## src/sv/kpsm_pkg.sv

```systemverilog
`default_nettype none

package kpsm_pkg;

    localparam int KEY_CODE_W = 6;
    localparam int HOLD_W     = 8;
    localparam int IDLE_W     = 12;
    localparam int CFG_W      = 12;
    localparam int CFG_IDX_W  = 2;
    localparam int OUT_DATA_W = 16;

    // Hold counter ceiling.
    localparam logic [HOLD_W-1:0] HOLD_MAX = 8'hFF;

    // Register indexes on the config port.
    localparam logic [CFG_IDX_W-1:0] REG_PROGRAM_KEY = 2'd0;
    localparam logic [CFG_IDX_W-1:0] REG_HOLD_THRESH = 2'd1;
    localparam logic [CFG_IDX_W-1:0] REG_IDLE_TMO    = 2'd2;

    localparam logic [KEY_CODE_W-1:0] RST_PROGRAM_KEY = 6'd6;
    localparam logic [HOLD_W-1:0]     RST_HOLD_THRESH = 8'd100;
    localparam logic [IDLE_W-1:0]     RST_IDLE_TMO    = 12'd2500;

    typedef enum logic [1:0] {
        ACT_NONE  = 2'd0,
        ACT_SEND  = 2'd1,
        ACT_LEARN = 2'd2
    } action_t;

    // Result item, packed so debounced_key lands in the low bits.
    typedef struct packed {
        logic                  power_down;
        logic                  repeat_frame;
        action_t               action;
        logic                  learn_mode;
        logic [KEY_CODE_W-1:0] debounced_key;
    } result_t;

    localparam int RESULT_W = $bits(result_t);

endpackage

`default_nettype wire

```

## src/sv/kpsm_encode.sv

```systemverilog
`default_nettype none

// Priority encoder: lowest column first, then lowest row; 0 when no key.
module kpsm_encode #(
    parameter int KEY_COLUMNS = 4,
    parameter int KEY_ROWS    = 8
) (
    input  wire logic [8*KEY_COLUMNS-1:0]           matrix,
    output logic      [kpsm_pkg::KEY_CODE_W-1:0]    code
);

    always_comb
    begin
        code = '0;
        // Walk from the highest position down so the lowest one wins.
        for (int c = KEY_COLUMNS - 1; c >= 0; c--)
        begin
            for (int r = KEY_ROWS - 1; r >= 0; r--)
            begin
                if (matrix[8*c + r])
                begin
                    code = kpsm_pkg::KEY_CODE_W'(8*c + r + 1);
                end
            end
        end
    end

endmodule

`default_nettype wire

```

## src/sv/keypad_scan_mode_control.sv

```systemverilog
`default_nettype none

// Keypad scanner with debounce and send/learn mode control. Each input item
// is one scan tick: a snapshot of the key matrix, bit 8*column+row set for a
// pressed key. The snapshot is priority-encoded (lowest column, then lowest
// row) to a code 1..32, and a code counts as the debounced key only when two
// consecutive ticks agree. Holding the program key for more than
// hold_threshold ticks enters learn mode; more than idle_timeout idle ticks
// in learn mode return to send mode. Every tick yields one result item.
// Rate: one item per clock cycle while the receiver takes results; the input
// register holds the encoded code, then the result register holds the result.
// The mode, hold and idle counters update as the result register loads.
// Config writes take effect on the next clock and are meant for idle times.
module keypad_scan_mode_control #(
    parameter int KEY_COLUMNS = 4,
    parameter int KEY_ROWS    = 8
) (
    input  wire logic                                clk,
    input  wire logic                                rst_n,

    // Scan tick in
    input  wire logic                                s_tvalid,
    output logic                                     s_tready,
    input  wire logic [8*KEY_COLUMNS-1:0]            s_tdata,   // [..0] key_matrix

    // Result out
    output logic                                     m_tvalid,
    input  wire logic                                m_tready,
    // [5:0] debounced_key, [6] learn_mode, [8:7] action, [9] repeat_frame,
    // [10] power_down, rest zero
    output logic [kpsm_pkg::OUT_DATA_W-1:0]          m_tdata,

    // Config write port
    input  wire logic                                cfg_wr_en,
    input  wire logic [kpsm_pkg::CFG_IDX_W-1:0]      cfg_index,
    input  wire logic [kpsm_pkg::CFG_W-1:0]          cfg_wdata
);

    localparam int CW = kpsm_pkg::KEY_CODE_W;
    localparam int HW = kpsm_pkg::HOLD_W;
    localparam int IW = kpsm_pkg::IDLE_W;

    // ---------------- configuration registers ----------------
    logic [CW-1:0] program_key_reg;
    logic [HW-1:0] hold_thresh_reg;
    logic [IW-1:0] idle_tmo_reg;

    always_ff @(posedge clk or negedge rst_n)
    begin
        if (!rst_n)
        begin
            program_key_reg <= kpsm_pkg::RST_PROGRAM_KEY;
            hold_thresh_reg <= kpsm_pkg::RST_HOLD_THRESH;
            idle_tmo_reg    <= kpsm_pkg::RST_IDLE_TMO;
        end
        else if (cfg_wr_en)
        begin
            // Index 3 is not a register; writes there are dropped.
            if (cfg_index == kpsm_pkg::REG_PROGRAM_KEY)
                program_key_reg <= cfg_wdata[CW-1:0];
            if (cfg_index == kpsm_pkg::REG_HOLD_THRESH)
                hold_thresh_reg <= cfg_wdata[HW-1:0];
            if (cfg_index == kpsm_pkg::REG_IDLE_TMO)
                idle_tmo_reg    <= cfg_wdata[IW-1:0];
        end
    end

    // ---------------- pipeline handshake ----------------
    logic in_valid_reg;
    logic out_valid_reg;
    logic out_adv;     // result register can load
    logic in_adv;      // input register can load

    assign out_adv  = !out_valid_reg || m_tready;
    assign in_adv   = !in_valid_reg || out_adv;
    assign s_tready = in_adv;
    assign m_tvalid = out_valid_reg;

    // ---------------- stage 1: encode into input register ----------------
    logic [CW-1:0] raw_code;
    logic [CW-1:0] raw_reg;

    kpsm_encode #(
        .KEY_COLUMNS (KEY_COLUMNS),
        .KEY_ROWS    (KEY_ROWS)
    ) u_encode (
        .matrix (s_tdata),
        .code   (raw_code)
    );

    always_ff @(posedge clk or negedge rst_n)
    begin
        if (!rst_n)
            in_valid_reg <= 1'b0;
        else if (in_adv)
            in_valid_reg <= s_tvalid;
    end

    always_ff @(posedge clk)
    begin
        if (in_adv && s_tvalid)
            raw_reg <= raw_code;
    end

    // ---------------- stage 2: debounce and mode control ----------------
    logic [CW-1:0] prev_raw_reg,  prev_raw_next;
    logic          mode_reg,      mode_next;
    logic [IW-1:0] idle_cnt_reg,  idle_cnt_next;
    logic [HW-1:0] hold_cnt_reg,  hold_cnt_next;
    logic [CW-1:0] last_sent_reg, last_sent_next;
    kpsm_pkg::result_t res_next, out_reg;

    logic [CW-1:0] deb;
    logic          idle_tick;
    logic          step;

    assign step      = in_valid_reg && out_adv;
    assign deb       = (raw_reg == prev_raw_reg) ? raw_reg : '0;
    assign idle_tick = (raw_reg == '0) && (prev_raw_reg == '0);

    always_comb
    begin
        prev_raw_next  = raw_reg;
        mode_next      = mode_reg;
        idle_cnt_next  = idle_cnt_reg;
        hold_cnt_next  = hold_cnt_reg;
        last_sent_next = last_sent_reg;
        res_next       = '0;

        // Idle handling: sleep request in send mode, timeout in learn mode.
        if (idle_tick)
        begin
            if (!mode_reg)
            begin
                res_next.power_down = 1'b1;
            end
            else if (idle_cnt_reg >= idle_tmo_reg)
            begin
                idle_cnt_next       = '0;
                mode_next           = 1'b0;
                res_next.power_down = 1'b1;
            end
            else
            begin
                idle_cnt_next = idle_cnt_reg + 1'b1;
            end
        end
        else
        begin
            idle_cnt_next = '0;
        end

        // Key handling.
        if (deb != '0)
        begin
            if (deb == program_key_reg)
            begin
                mode_next = 1'b0;
                if (hold_cnt_reg != kpsm_pkg::HOLD_MAX)
                    hold_cnt_next = hold_cnt_reg + 1'b1;
                if (hold_cnt_next > hold_thresh_reg)
                begin
                    idle_cnt_next = '0;
                    mode_next     = 1'b1;
                end
            end
            else if (!mode_next)
            begin
                res_next.action       = kpsm_pkg::ACT_SEND;
                res_next.repeat_frame = (deb == last_sent_reg);
                last_sent_next        = deb;
            end
            else
            begin
                res_next.action = kpsm_pkg::ACT_LEARN;
                idle_cnt_next   = '0;
            end
        end
        else
        begin
            hold_cnt_next  = '0;
            last_sent_next = '0;
        end

        res_next.debounced_key = deb;
        res_next.learn_mode    = mode_next;
    end

    always_ff @(posedge clk or negedge rst_n)
    begin
        if (!rst_n)
        begin
            prev_raw_reg  <= '0;
            mode_reg      <= 1'b0;
            idle_cnt_reg  <= '0;
            hold_cnt_reg  <= '0;
            last_sent_reg <= '0;
            out_valid_reg <= 1'b0;
        end
        else
        begin
            if (out_adv)
                out_valid_reg <= in_valid_reg;
            if (step)
            begin
                prev_raw_reg  <= prev_raw_next;
                mode_reg      <= mode_next;
                idle_cnt_reg  <= idle_cnt_next;
                hold_cnt_reg  <= hold_cnt_next;
                last_sent_reg <= last_sent_next;
            end
        end
    end

    always_ff @(posedge clk)
    begin
        if (step)
            out_reg <= res_next;
    end

    assign m_tdata = {(kpsm_pkg::OUT_DATA_W - kpsm_pkg::RESULT_W)'(0), out_reg};

    // ---------------- assertions ----------------
    a_repeat_only_on_send: assert property (@(posedge clk) disable iff (!rst_n)
        m_tvalid && out_reg.repeat_frame |-> out_reg.action == kpsm_pkg::ACT_SEND)
        else $error("repeat_frame without a send action");

    a_sleep_excludes_action: assert property (@(posedge clk) disable iff (!rst_n)
        m_tvalid && out_reg.power_down |-> out_reg.action == kpsm_pkg::ACT_NONE)
        else $error("power_down together with an action");

    a_mode_matches_state: assert property (@(posedge clk) disable iff (!rst_n)
        step |=> out_reg.learn_mode == mode_reg)
        else $error("reported mode differs from mode state");

    a_full_pipe_stalls: assert property (@(posedge clk) disable iff (!rst_n)
        in_valid_reg && out_valid_reg && !m_tready |-> !s_tready)
        else $error("input taken while pipeline is full and stalled");

endmodule

`default_nettype wire

```

## config.mk

```make
export PLATFORM = sky130hd
export DESIGN_NAME = keypad_scan_mode_control
export DESIGN_NICKNAME = d
export VERILOG_FILES = /design/src/sv/kpsm_pkg.sv /design/src/sv/kpsm_encode.sv /design/src/sv/keypad_scan_mode_control.sv
export SDC_FILE = /design/constraint.sdc
export NUM_CORES = 1
export LEC_CHECK = 0
export ABC_CLOCK_PERIOD_IN_PS = 2900
export BUFFER_PORTS_ARGS = -buffer_cell sky130_fd_sc_hd__buf_2
export CORE_MARGIN = 8
export CORE_UTILIZATION = 52
export DETAILED_ROUTE_END_ITERATION = 8
export PLACE_DENSITY_LB_ADDON = 0.3
export SYNTH_ARGS = -nofsm -noshare
export SYNTH_HDL_FRONTEND = slang
export SYNTH_SLANG_ARGS = --single-unit
```

## constraint.sdc

```tcl
create_clock -name clk -period 2.9 [get_ports clk]
set_input_delay 0.725 -clock clk [delete_from_list [all_inputs] [get_ports clk]]
set_output_delay 0.725 -clock clk [all_outputs]
set_load 0.1 [all_outputs]
```

[Word-level counts from Yosys, hierarchy flattened]
Index checks and enable logic that the tools add are counted.
Word-level totals
  register bits: 78
  bits in latches: 0
  RAM bits: 0
  bits in read-only memories: 0
  input bits: 51
  output and inout port bits: 18
  memories: 0
Operators by class
  $add $sub $neg: 2
  multipliers: 0
  divide/modulo/power cells: 0
  order comparisons: 2
  equal/unequal tests: 9
  shift-type cells: 0
  mux-type cells: 56
  bitwise gates (word level): 1
  reductions and logical operators: 22
Operators with widths (number)
  $mux 12: 7
  $mux 5: 16
  $mux 8: 5
  $mux 4: 8
  $reduce_or 31->1: 1
  $mux 6: 5
  $eq 6x6->1: 3
  $reduce_or 15->1: 1
  $add 12x1->12 const B: 1
  $ge 12x12->1: 1
  $logic_not 6->1: 2
  $mux 3: 4
  $add 8x1->8 const B: 1
  $gt 8x8->1: 1
  $mux 1: 8
  $ne 8x8->1 const B: 1
  $reduce_and 2->1: 4
  $reduce_or 7->1: 1
  $mux 2: 3
  $reduce_bool 6->1: 1
  $reduce_or 3->1: 2
  $ne 2x2->1 const B: 2
  $logic_and 1x1->1: 3
  $reduce_and 3->1: 1
  other kinds (8): 10

[Longest topological paths before layout]
Gate-level depths: netlist of run 1.
  word-level depth: 31
  mapped depth: 14
  mapped depth without buffers: 14

[Cells and area by module]
From an unflattened synthesis of run 1, not the netlist that was laid out.
Second synthesis, totals
  cell total of the unflattened synthesis: 468
  area total of the unflattened synthesis: 4665.7 µm²
By module, submodules not included
  keypad_scan_mode_control: times used 1, cells each 399, area an instance 4305.4 µm², sequential area each 2049.5 µm²
  kpsm_encode: times used 1, cells each 69, area an instance 360.3 µm², sequential area each 0.0 µm²

[Least setup slack after synthesis of run 1]
OpenSTA, ideal clock, no wires.
  kind: register -> register
  start: register hold_cnt_reg[0]
  end: register mode_reg
  setup time: 0.125 ns
  arrival time: 2.752 ns
  data required time: 2.775 ns
  path slack: 0.023 ns
  stages on the path, launching flop included: 13
  path buffers: 0
  path through: dfrtp_1 ha_1 nand2_1 nor2_1 mux2_2 ha_1 nor2b_1 o21a_1 o21a_1 o21ai_0 a31oi_1 mux2_4 mux2_4
Between the ends
  cells in the longest elaborated chain, start to end: 8
Ends and longest elaborated chain
  from (decl): RTL line keypad_scan_mode_control.sv:109  | logic [HW-1:0] hold_cnt_reg, hold_cnt_next;
  from (signal assigned): RTL line keypad_scan_mode_control.sv:209  | hold_cnt_reg <= hold_cnt_next;
  $add 8x1->8 / $ne 8x8->1 (equally long branches): RTL line keypad_scan_mode_control.sv:160, keypad_scan_mode_control.sv:159
  $mux 8 *: RTL line keypad_scan_mode_control.sv:159  | if (hold_cnt_reg != kpsm_pkg::HOLD_MAX)
  $mux 8 *: RTL line keypad_scan_mode_control.sv:156  | if (deb == program_key_reg)
  $mux 8 *: RTL line keypad_scan_mode_control.sv:154  | if (deb != '0)
  $gt 8x8->1 *: RTL line keypad_scan_mode_control.sv:161  | if (hold_cnt_next > hold_thresh_reg)
  $mux 1 *: RTL line keypad_scan_mode_control.sv:161
  $mux 1 *: RTL line keypad_scan_mode_control.sv:156
  $mux 1 *: RTL line keypad_scan_mode_control.sv:154
  via mode_next: RTL line keypad_scan_mode_control.sv:107  | logic mode_reg, mode_next;
  to (signal assigned): RTL line keypad_scan_mode_control.sv:207  | mode_reg <= mode_next;
  to (decl): RTL line keypad_scan_mode_control.sv:107
Mark *: on every way through the listed nets, which the timed path passes. The rest lies on a longest branch. The select of a mux whose other input is x is not followed.
A chain may end at the register's enable or synchronous reset.

[Worst setup path after layout of run 1]
  start: register hold_cnt_reg[3]
  end: register mode_reg
The elaborated chain is that of the path after synthesis.

==> reports/summary.log, run 1 <==
INFO  clocking       cts.htree.levels=3
INFO  setup_path     path_cells=and2_4, nand4_1, nor2_2, mux2_2, ha_4, nor2b_1, o21a_1, o21a_1, o21ai_0, a31oi_1, mux2_4, mux2_4
INFO  floorplanning  floorplan.die.height=111.3µm
INFO  clocking       root_buffer=clkbuf_8
INFO  floorplanning  initial_core_util=53.91%
INFO  global_routing first_global_vias=4057
INFO  sta            achievable-frequency=357.1MHz
INFO  pwr            design_power_total=2.774mW
INFO  placed_design  detailed_place_hpwl=8294µm
INFO  placed_design  port_buffers=63
INFO  final_layout   final-seq-area=2049µm²
INFO  placed_design  post-place-cells=648
INFO  detailed_routing routed_via_density=5.803
INFO  setup_path     worstPathRequired=3.13ns
INFO  sta            min_period=2.800ns
INFO  synth          sequential_to_total_area_share_from_yosys_stat=43.38%
INFO  final_layout   antenna_cells=0
INFO  final_layout   final.fill_count=745
INFO  detailed_routing final_wirelength=10800µm
INFO  sta            final.period_utilization=96.56%
INFO  sta            pins_over_slew_limit=0
INFO  sta            worstMarginPinSlew=0.6578ns
INFO  global_routing grt_antenna_before_repair=0
INFO  global_routing grt_first_pass_wirelength=18590µm
INFO  clocking       cts-buffers-inserted=9
INFO  setup_path     cpMaxStageDelayCell=dfrtp_1
INFO  pwr            leakagePower=2.497nW
INFO  detailed_routing drt_drc_violations_left=0
INFO  detailed_routing met2_wirelength=5260µm
INFO  floorplanning  core_area=8763µm²
INFO  detailed_routing route.vias.total=3859
INFO  clocking       register_clock_pin_slew_on_the_reported_worst_setup_and_hold_paths=0.09ns
INFO  synth          synth_largest_area_cell=dfrtp_1
INFO  synth          synth_enable_flop_cells=17
INFO  sta            finalClockSkew=0.01130ns
INFO  setup_path     end_kind=flop
INFO  synth          ys.flop_type=dfrtp_1
INFO  synth          synth.top_cells.by_area=dfrtp_1 (27%), edfxtp_1 (11%), mux2_2 (6.7%)
INFO  final_layout   layoutNonFillerInstCount=665
INFO  setup_path     bufs_and_invs_on_worst_path=0
INFO  flow_run       cap_violations=0
INFO  global_routing pin_count_of_the_biggest_net_entering_global_routing=62
INFO  setup_path     timing.setup.critical_path_class=reg2reg
INFO  clocking       hold_buffers=0
INFO  detailed_routing dr_wl_met3=428µm
INFO  sta            holdWs=0.3588ns
INFO  sta            setup_viol=0
INFO  detailed_routing route.top_layer_used=met4
INFO  global_routing sum_of_overflow_across_all_layers_after_global_routing=0
INFO  global_routing gr-usage-all-layers=17.71%
INFO  final_layout   final_nets=625
INFO  floorplanning  design.die.area=12390µm²
INFO  clocking       tritoncts_clock_tree=yes
INFO  setup_path     arrival=3.03ns
INFO  detailed_routing detailedRoute.firstIterationViolations=217
INFO  pwr            vdd_ir_drop_max=0.2256mV
INFO  synth          syn-cell-area=4725µm²
INFO  floorplanning  die-width=111.3µm
INFO  floorplanning  io_pins=69
INFO  sta            max-slew-margin-rel=56.01%
INFO  hold_path      hold_removal_path_class=in2async
INFO  sta            finalSetupTns=0ns
INFO  sta            timing.final.ws_setup=0.09965ns
INFO  clocking       cts.sink_count=78
INFO  setup_path     critical-path-max-stage-delay=0.39ns
INFO  setup_path     worst_path_dominant_cell_family=multiplexers
INFO  detailed_routing drt.antenna.violating_nets=0
INFO  final_layout   area_growth_syn_to_layout=15.23%
INFO  final_layout   multiInputGateArea=2456µm²
INFO  detailed_routing route.layer.met1.wl=4891µm
INFO  synth          ys.warnings.count=0
INFO  detailed_routing first_pass_iters=4
INFO  synth          async_flop_share=78.21%
INFO  clocking       cts-root-to-sink-buffers=2
INFO  final_layout   post_route_cells_drive_above_1_share=27.47%
INFO  synth          synthMostInstantiatedCell=dfrtp_1
INFO  synth          synth.top_cells.by_count=dfrtp_1 (51), nand2_1 (46), inv_1 (33)
INFO  synth          synthDominantCellAreaShare=27.01%
INFO  run_status     run_status=completed
INFO  synth          synth_cell_types=64
INFO  pwr            power.density_cell_area=509.6nW/µm²
INFO  setup_path     critPathMaxFanout=4
INFO  setup_path     start_kind=flop
INFO  detailed_routing wl_per_cell=16.23µm
INFO  synth          synth-seq-cells=78
INFO  floorplanning  placement_rows=34
INFO  sta            final-hold-violation-count=0
INFO  placed_design  finalWeightedCongestion=0.8525
INFO  placed_design  dp_worst_setup_slack=0.02865ns
INFO  clocking       clk_latency_worst_skew_pair=0.35ns
INFO  synth          post_synth_inst_count=476
INFO  synth          synth.avg_cell_area=9.925µm²
[final timing paths]
check	endpoint	depth (start not counted)	start	slack, ns
max in group asynchronous	hold_thresh_reg[2]	2	rst_n	2.21
worst max-delay path	mode_reg	12	hold_cnt_reg[3]	0.1
worst min-delay path	idle_cnt_reg[8]	2	rst_n	0.36
worst min register to register	m_tvalid	1	in_valid_reg	0.50
worst max register to register	mode_reg	12	hold_cnt_reg[3]	0.1
min in group clk	m_tvalid	1	in_valid_reg	0.50
[layout make-up]
| cell class | instances | share of cell area (%) |
|---|---|---|
| multi-input combinational | 349 | 45.12 |
| clock inverter | 1 | 0.1379 |
| sequential | 78 | 37.65 |
| inverter | 33 | 2.275 |
| clock buffer | 15 | 3.838 |
| timing repair buffer | 81 | 8.504 |
| tap | 108 | 2.482 |
[per-layer routing]
metal,vias up,GRT usage [%]
met4,0,8.178
met1,1844,22.26
met2,117,29.08
met3,22,2.922
li1,1876,-
met5,-,0
[layout by cell type (no fill, tap or decap), types with 9 or more instances in the layout]
cell type   n
ha_1       21
nand2_1    46
buf_4      17
nor4_1     10
edfxtp_1   17
inv_1      33
dfstp_2    10
buf_2      63
o21ai_0    16
dfrtp_1    51
mux2_2     28
xor2_1      9
a31oi_1    10
nor2_1     29
nand3_1    17
nand2b_1   12
and3_1     14
nor3_1     11
clkbuf_8   11
a21oi_1    29
[logic make-up (layout without fill, tap and decap cells)]
logic type               count (synthesis)  in the layout  share of synthesized area, %
AO/OA/AOI/OAI                          101            101                         14.96
AND/OR/NAND/NOR                        173            173                         19.15
adder cells (fa/ha/maj)                 22             22                         5.826
buffers and inverters                   53            130                         5.402
XOR/XNOR                                18             18                         3.893
other                                    1              5                       0.07937
flip-flops                              78             78                         43.38
multiplexers                            30             30                         7.309
[power breakdown]
part           switching (mW)  total (mW)  leakage (nW)  internal (mW)
Combinational           0.384       0.602          1.46          0.217
Clock                   0.390       0.854         0.106          0.464
Sequential             0.0772        1.32         0.928           1.24
Total                   0.852        2.77          2.50           1.92
[stage by stage]
stage               area [µm²]  utilization (%)
CTS                       5415            61.79
global route              5444            62.12
detailed placement        5199            59.32
finish                    5444            62.12
global placement          5199            59.32
floorplan                 4740                -
[what timing repair did]
| action | 4_1_cts | 5_1_grt |
|---|---|---|
| setup buffers | 0 | 1 |
| endpoints found under the setup margin | 0 | 2 |
| gates resized for setup | 0 | 4 |
Power figures use the tool's default switching activity.
==> inputs of run 2 (changes only) <==
--- a/config.mk
+++ b/config.mk
@@ -5,6 +5,7 @@
 export SDC_FILE = /design/constraint.sdc
 export NUM_CORES = 1
 export LEC_CHECK = 0
+export ABC_AREA = 1
 export ABC_CLOCK_PERIOD_IN_PS = 2900
 export BUFFER_PORTS_ARGS = -buffer_cell sky130_fd_sc_hd__buf_2
 export CORE_MARGIN = 8
==> run 2 against run 1 <==
Cell area is 4.8% lower. Sequential power is essentially flat. Via count fell by 1.1%. Critical path type unchanged. Total power decreased by 0.13%. Area after synthesis fell by 4.1%. Combinational power grew 22%.
==> reports/summary.log, run 2 <==
INFO  pwr            vdd_ir_drop_max=0.2809mV [+24%]
INFO  final_layout   post_route_cells_drive_above_1_share=19.38% [-8.1 points]
INFO  synth          synth_largest_area_cell=dfrtp_1
INFO  global_routing first_global_vias=3905 [-3.7%]
INFO  sta            finalSetupTns=0ns [unchanged]
INFO  synth          post_synth_inst_count=561 [+18%]
INFO  sta            worstMarginPinSlew=0.8250ns [+0.1672 ns]
INFO  placed_design  port_buffers=63 [unchanged]
INFO  pwr            leakagePower=2.664nW [+6.7%]
INFO  floorplanning  design.die.area=11960µm² [-3.5%]
INFO  synth          synth.avg_cell_area=8.080µm² [-19%]
INFO  detailed_routing detailedRoute.firstIterationViolations=199 [-8.3%]
INFO  sta            max-slew-margin-rel=44.85% [-11 points]
INFO  clocking       tritoncts_clock_tree=yes
INFO  synth          syn-cell-area=4533µm² [-4.1%]
INFO  setup_path     start_kind=flop
INFO  setup_path     critPathMaxFanout=3 [-1]
INFO  global_routing grt_first_pass_wirelength=17020µm [-8.4%]
INFO  detailed_routing wl_per_cell=13.21µm [-19%]
INFO  sta            pins_over_slew_limit=0 [unchanged]
INFO  sta            finalClockSkew=0.009649ns [-0.001656 ns]
INFO  clocking       cts.sink_count=78 [unchanged]
INFO  synth          synth.top_cells.by_area=dfrtp_1 (28%), edfxtp_1 (11%), nand2_1 (9.5%)
INFO  flow_run       cap_violations=0 [unchanged]
INFO  detailed_routing route.vias.total=3816 [-1.1%]
INFO  synth          synth-seq-cells=78 [unchanged]
INFO  final_layout   final-seq-area=2049µm² [unchanged]
INFO  sta            grt_setup_unrepaired=yes
INFO  detailed_routing drt.antenna.violating_nets=0 [unchanged]
INFO  clocking       hold_buffers=0 [unchanged]
INFO  sta            min_period=2.722ns [-0.07858 ns]
INFO  clocking       clk_latency_worst_skew_pair=0.36ns [about the same]
INFO  final_layout   multiInputGateArea=2009µm² [-18%]
INFO  synth          synth_enable_flop_cells=17 [unchanged]
INFO  global_routing sum_of_overflow_across_all_layers_after_global_routing=0 [unchanged]
INFO  floorplanning  io_pins=69 [unchanged]
INFO  placed_design  post-place-cells=731 [+13%]
INFO  final_layout   area_growth_syn_to_layout=14.27%
INFO  synth          synthDominantCellAreaShare=28.15% [+1.1 points]
INFO  detailed_routing drt_drc_violations_left=0 [unchanged]
INFO  global_routing pin_count_of_the_biggest_net_entering_global_routing=30 [-52%]
INFO  synth          sequential_to_total_area_share_from_yosys_stat=45.21% [+1.8 points]
INFO  synth          ys.flop_type=dfrtp_1
INFO  final_layout   final_nets=708 [+13%]
INFO  final_layout   final_cell_mix=inv_1 (114), nand2_1 (114), buf_2 (63), dfrtp_1 (51), o21ai_0 (36)
INFO  floorplanning  core_area=8593µm² [-1.9%]
INFO  global_routing grt_antenna_before_repair=0 [unchanged]
INFO  synth          synth_cell_types=39 [-39%]
INFO  clocking       root_buffer=clkbuf_8
INFO  synth          async_flop_share=78.21% [unchanged]
INFO  clocking       cts-buffers-inserted=9 [unchanged]
INFO  sta            setup_viol=0 [unchanged]
INFO  final_layout   layoutNonFillerInstCount=748 [+12%]
INFO  placed_design  detailed_place_hpwl=7631µm [-8.0%]
INFO  sta            final-hold-violation-count=0 [unchanged]
INFO  setup_path     end_kind=flop
INFO  hold_path      hold_removal_path_class=in2async
INFO  clocking       cts-root-to-sink-buffers=2 [unchanged]
INFO  global_routing gr-usage-all-layers=17.78% [+0.066 points]
INFO  clocking       cts.htree.levels=3 [unchanged]
INFO  detailed_routing routed_via_density=5.102 [-12%]
INFO  setup_path     timing.setup.critical_path_class=reg2reg
INFO  synth          synth.top_cells.by_count=nand2_1 (115), inv_1 (114), dfrtp_1 (51)
INFO  synth          synthMostInstantiatedCell=nand2_1
INFO  sta            final.period_utilization=93.85% [-2.7 points]
INFO  setup_path     worstPathRequired=3.14ns [about the same]
INFO  floorplanning  die-width=109.4µm [-1.8%]
INFO  synth          ys.warnings.count=0 [unchanged]
INFO  final_layout   final.fill_count=775 [+4.0%]
INFO  sta            achievable-frequency=367.4MHz [+2.9%]
INFO  final_layout   fin_util=60.28% [-1.8 points]
INFO  clocking       register_clock_pin_slew_on_the_reported_worst_setup_and_hold_paths=0.08ns [about the same]
INFO  floorplanning  placement_rows=34 [unchanged]
INFO  placed_design  finalWeightedCongestion=0.8842 [+3.7%]
INFO  floorplanning  initial_core_util=52.75% [-1.2 points]
INFO  pwr            power.density_cell_area=534.9nW/µm² [+5.0%]
INFO  final_layout   antenna_cells=0 [unchanged]
INFO  setup_path     arrival=2.96ns [-0.07 ns]
INFO  floorplanning  floorplan.die.height=109.4µm [-1.8%]
INFO  detailed_routing final_wirelength=9880µm [-8.5%]
INFO  detailed_routing first_pass_iters=5 [+1]
INFO  run_status     run_status=completed
-- run 2: cell count changes after synthesis, moves of 9 or more --
| cell | before | now |
|---|---|---|
| o21ai_0 | 16 | 36 |
| nand2_1 | 46 | 115 |
| nand3_1 | 17 | 27 |
| mux2_2 | 28 | 0 |
| a21oi_1 | 30 | 18 |
| nand2b_1 | 12 | 0 |
| o22ai_1 | 2 | 13 |
| nor2_1 | 30 | 39 |
| inv_1 | 33 | 114 |
| and3_1 | 14 | 2 |
-- run 2: repair_timing --
action,in CTS,in global routing
setup endpoints to repair,0,8
gates resized for setup,0,9
setup buffers,0,1
-- run 2: path summary, 6_finish.rpt --
kind	startpoint	slack [ns]	depth (start not counted)	end
min	rst_n	0.28	1	idle_tmo_reg[9]
max in group asynchronous	rst_n	1.90	2	hold_thresh_reg[2]
max reg2reg	hold_cnt_reg[0]	0.18	20	mode_reg
min reg2reg	idle_tmo_reg[8]	0.49	2	idle_tmo_reg[8]
min in group clk	idle_tmo_reg[8]	0.49	2	idle_tmo_reg[8]
max	hold_cnt_reg[0]	0.18	20	mode_reg
-- run 2: layout make-up --
type / count / share of cell area, %
clock buffers: 10 / 2.464
clock inverters: 6 / 0.5556
inverters: 115 / 8.333
multi-input cells: 357 / 38.79
flip-flops and latches: 78 / 39.57
well taps: 108 / 2.609
repair buffers: 74 / 7.681
-- run 2: routing by layer --
metal,vias up,wire length (µm),track usage (%),share of wire (%)
met5,-,0,0,0
li1,1936,-,-,-
met3,12,471,3.810,4.8
met1,1779,4354,21.08,44
met2,89,4885,30.88,49
met4,0,169,6.750,1.7
-- run 2: kinds of logic after synthesis --
group	share of synthesized area, %
simple gates	20.92
buf+inv	11.34
compound gates	12.50
flops	45.21
fa+ha+maj	6.072
xor+xnor	3.864
other cells	0.08272
-- run 2: critical path, cell delays in order, from the launching register on --
cell and delay [ns]:
dfrtp_1 0.38, ha_2 0.20, nand2_2 0.07, inv_1 0.08, nand3_1 0.11, nor2_1 0.11
inv_1 0.07, nor2_2 0.12, nor2_2 0.06, nand2_1 0.07, xor2_1 0.19, inv_1 0.06
ha_1 0.31, a21oi_2 0.13, nor2_1 0.06, a211oi_2 0.16, nand2_1 0.08, o211ai_1 0.11
o21ai_1 0.11, nand2_1 0.08, o21ai_1 0.06
-- run 2: through the flow --
| stage | power, mW | hold slack [ns] | cell area, µm² | setup slack (ns) |
|---|---|---|---|---|
| floorplan | 1.919 | 0.4294 | 4548 | 0.2338 |
| detailed placement | 2.104 | 0.4763 | 4991 | 0.06105 |
| finish | 2.771 | 0.2821 | 5180 | 0.1782 |
| global placement | 2.082 | 0.4706 | 4991 | 0.2653 |
| CTS | 2.797 | 0.2811 | 5147 | 0.03174 |
| global route | 2.932 | 0.2997 | 5180 | -0.05288 |
-- run 2: report_power, final --
group / switching (mW) / internal [mW] / total (mW)
combinational: 0.525 / 0.207 / 0.732
clock: 0.389 / 0.299 / 0.688
sequential: 0.0847 / 1.27 / 1.35
total: 0.999 / 1.77 / 2.77
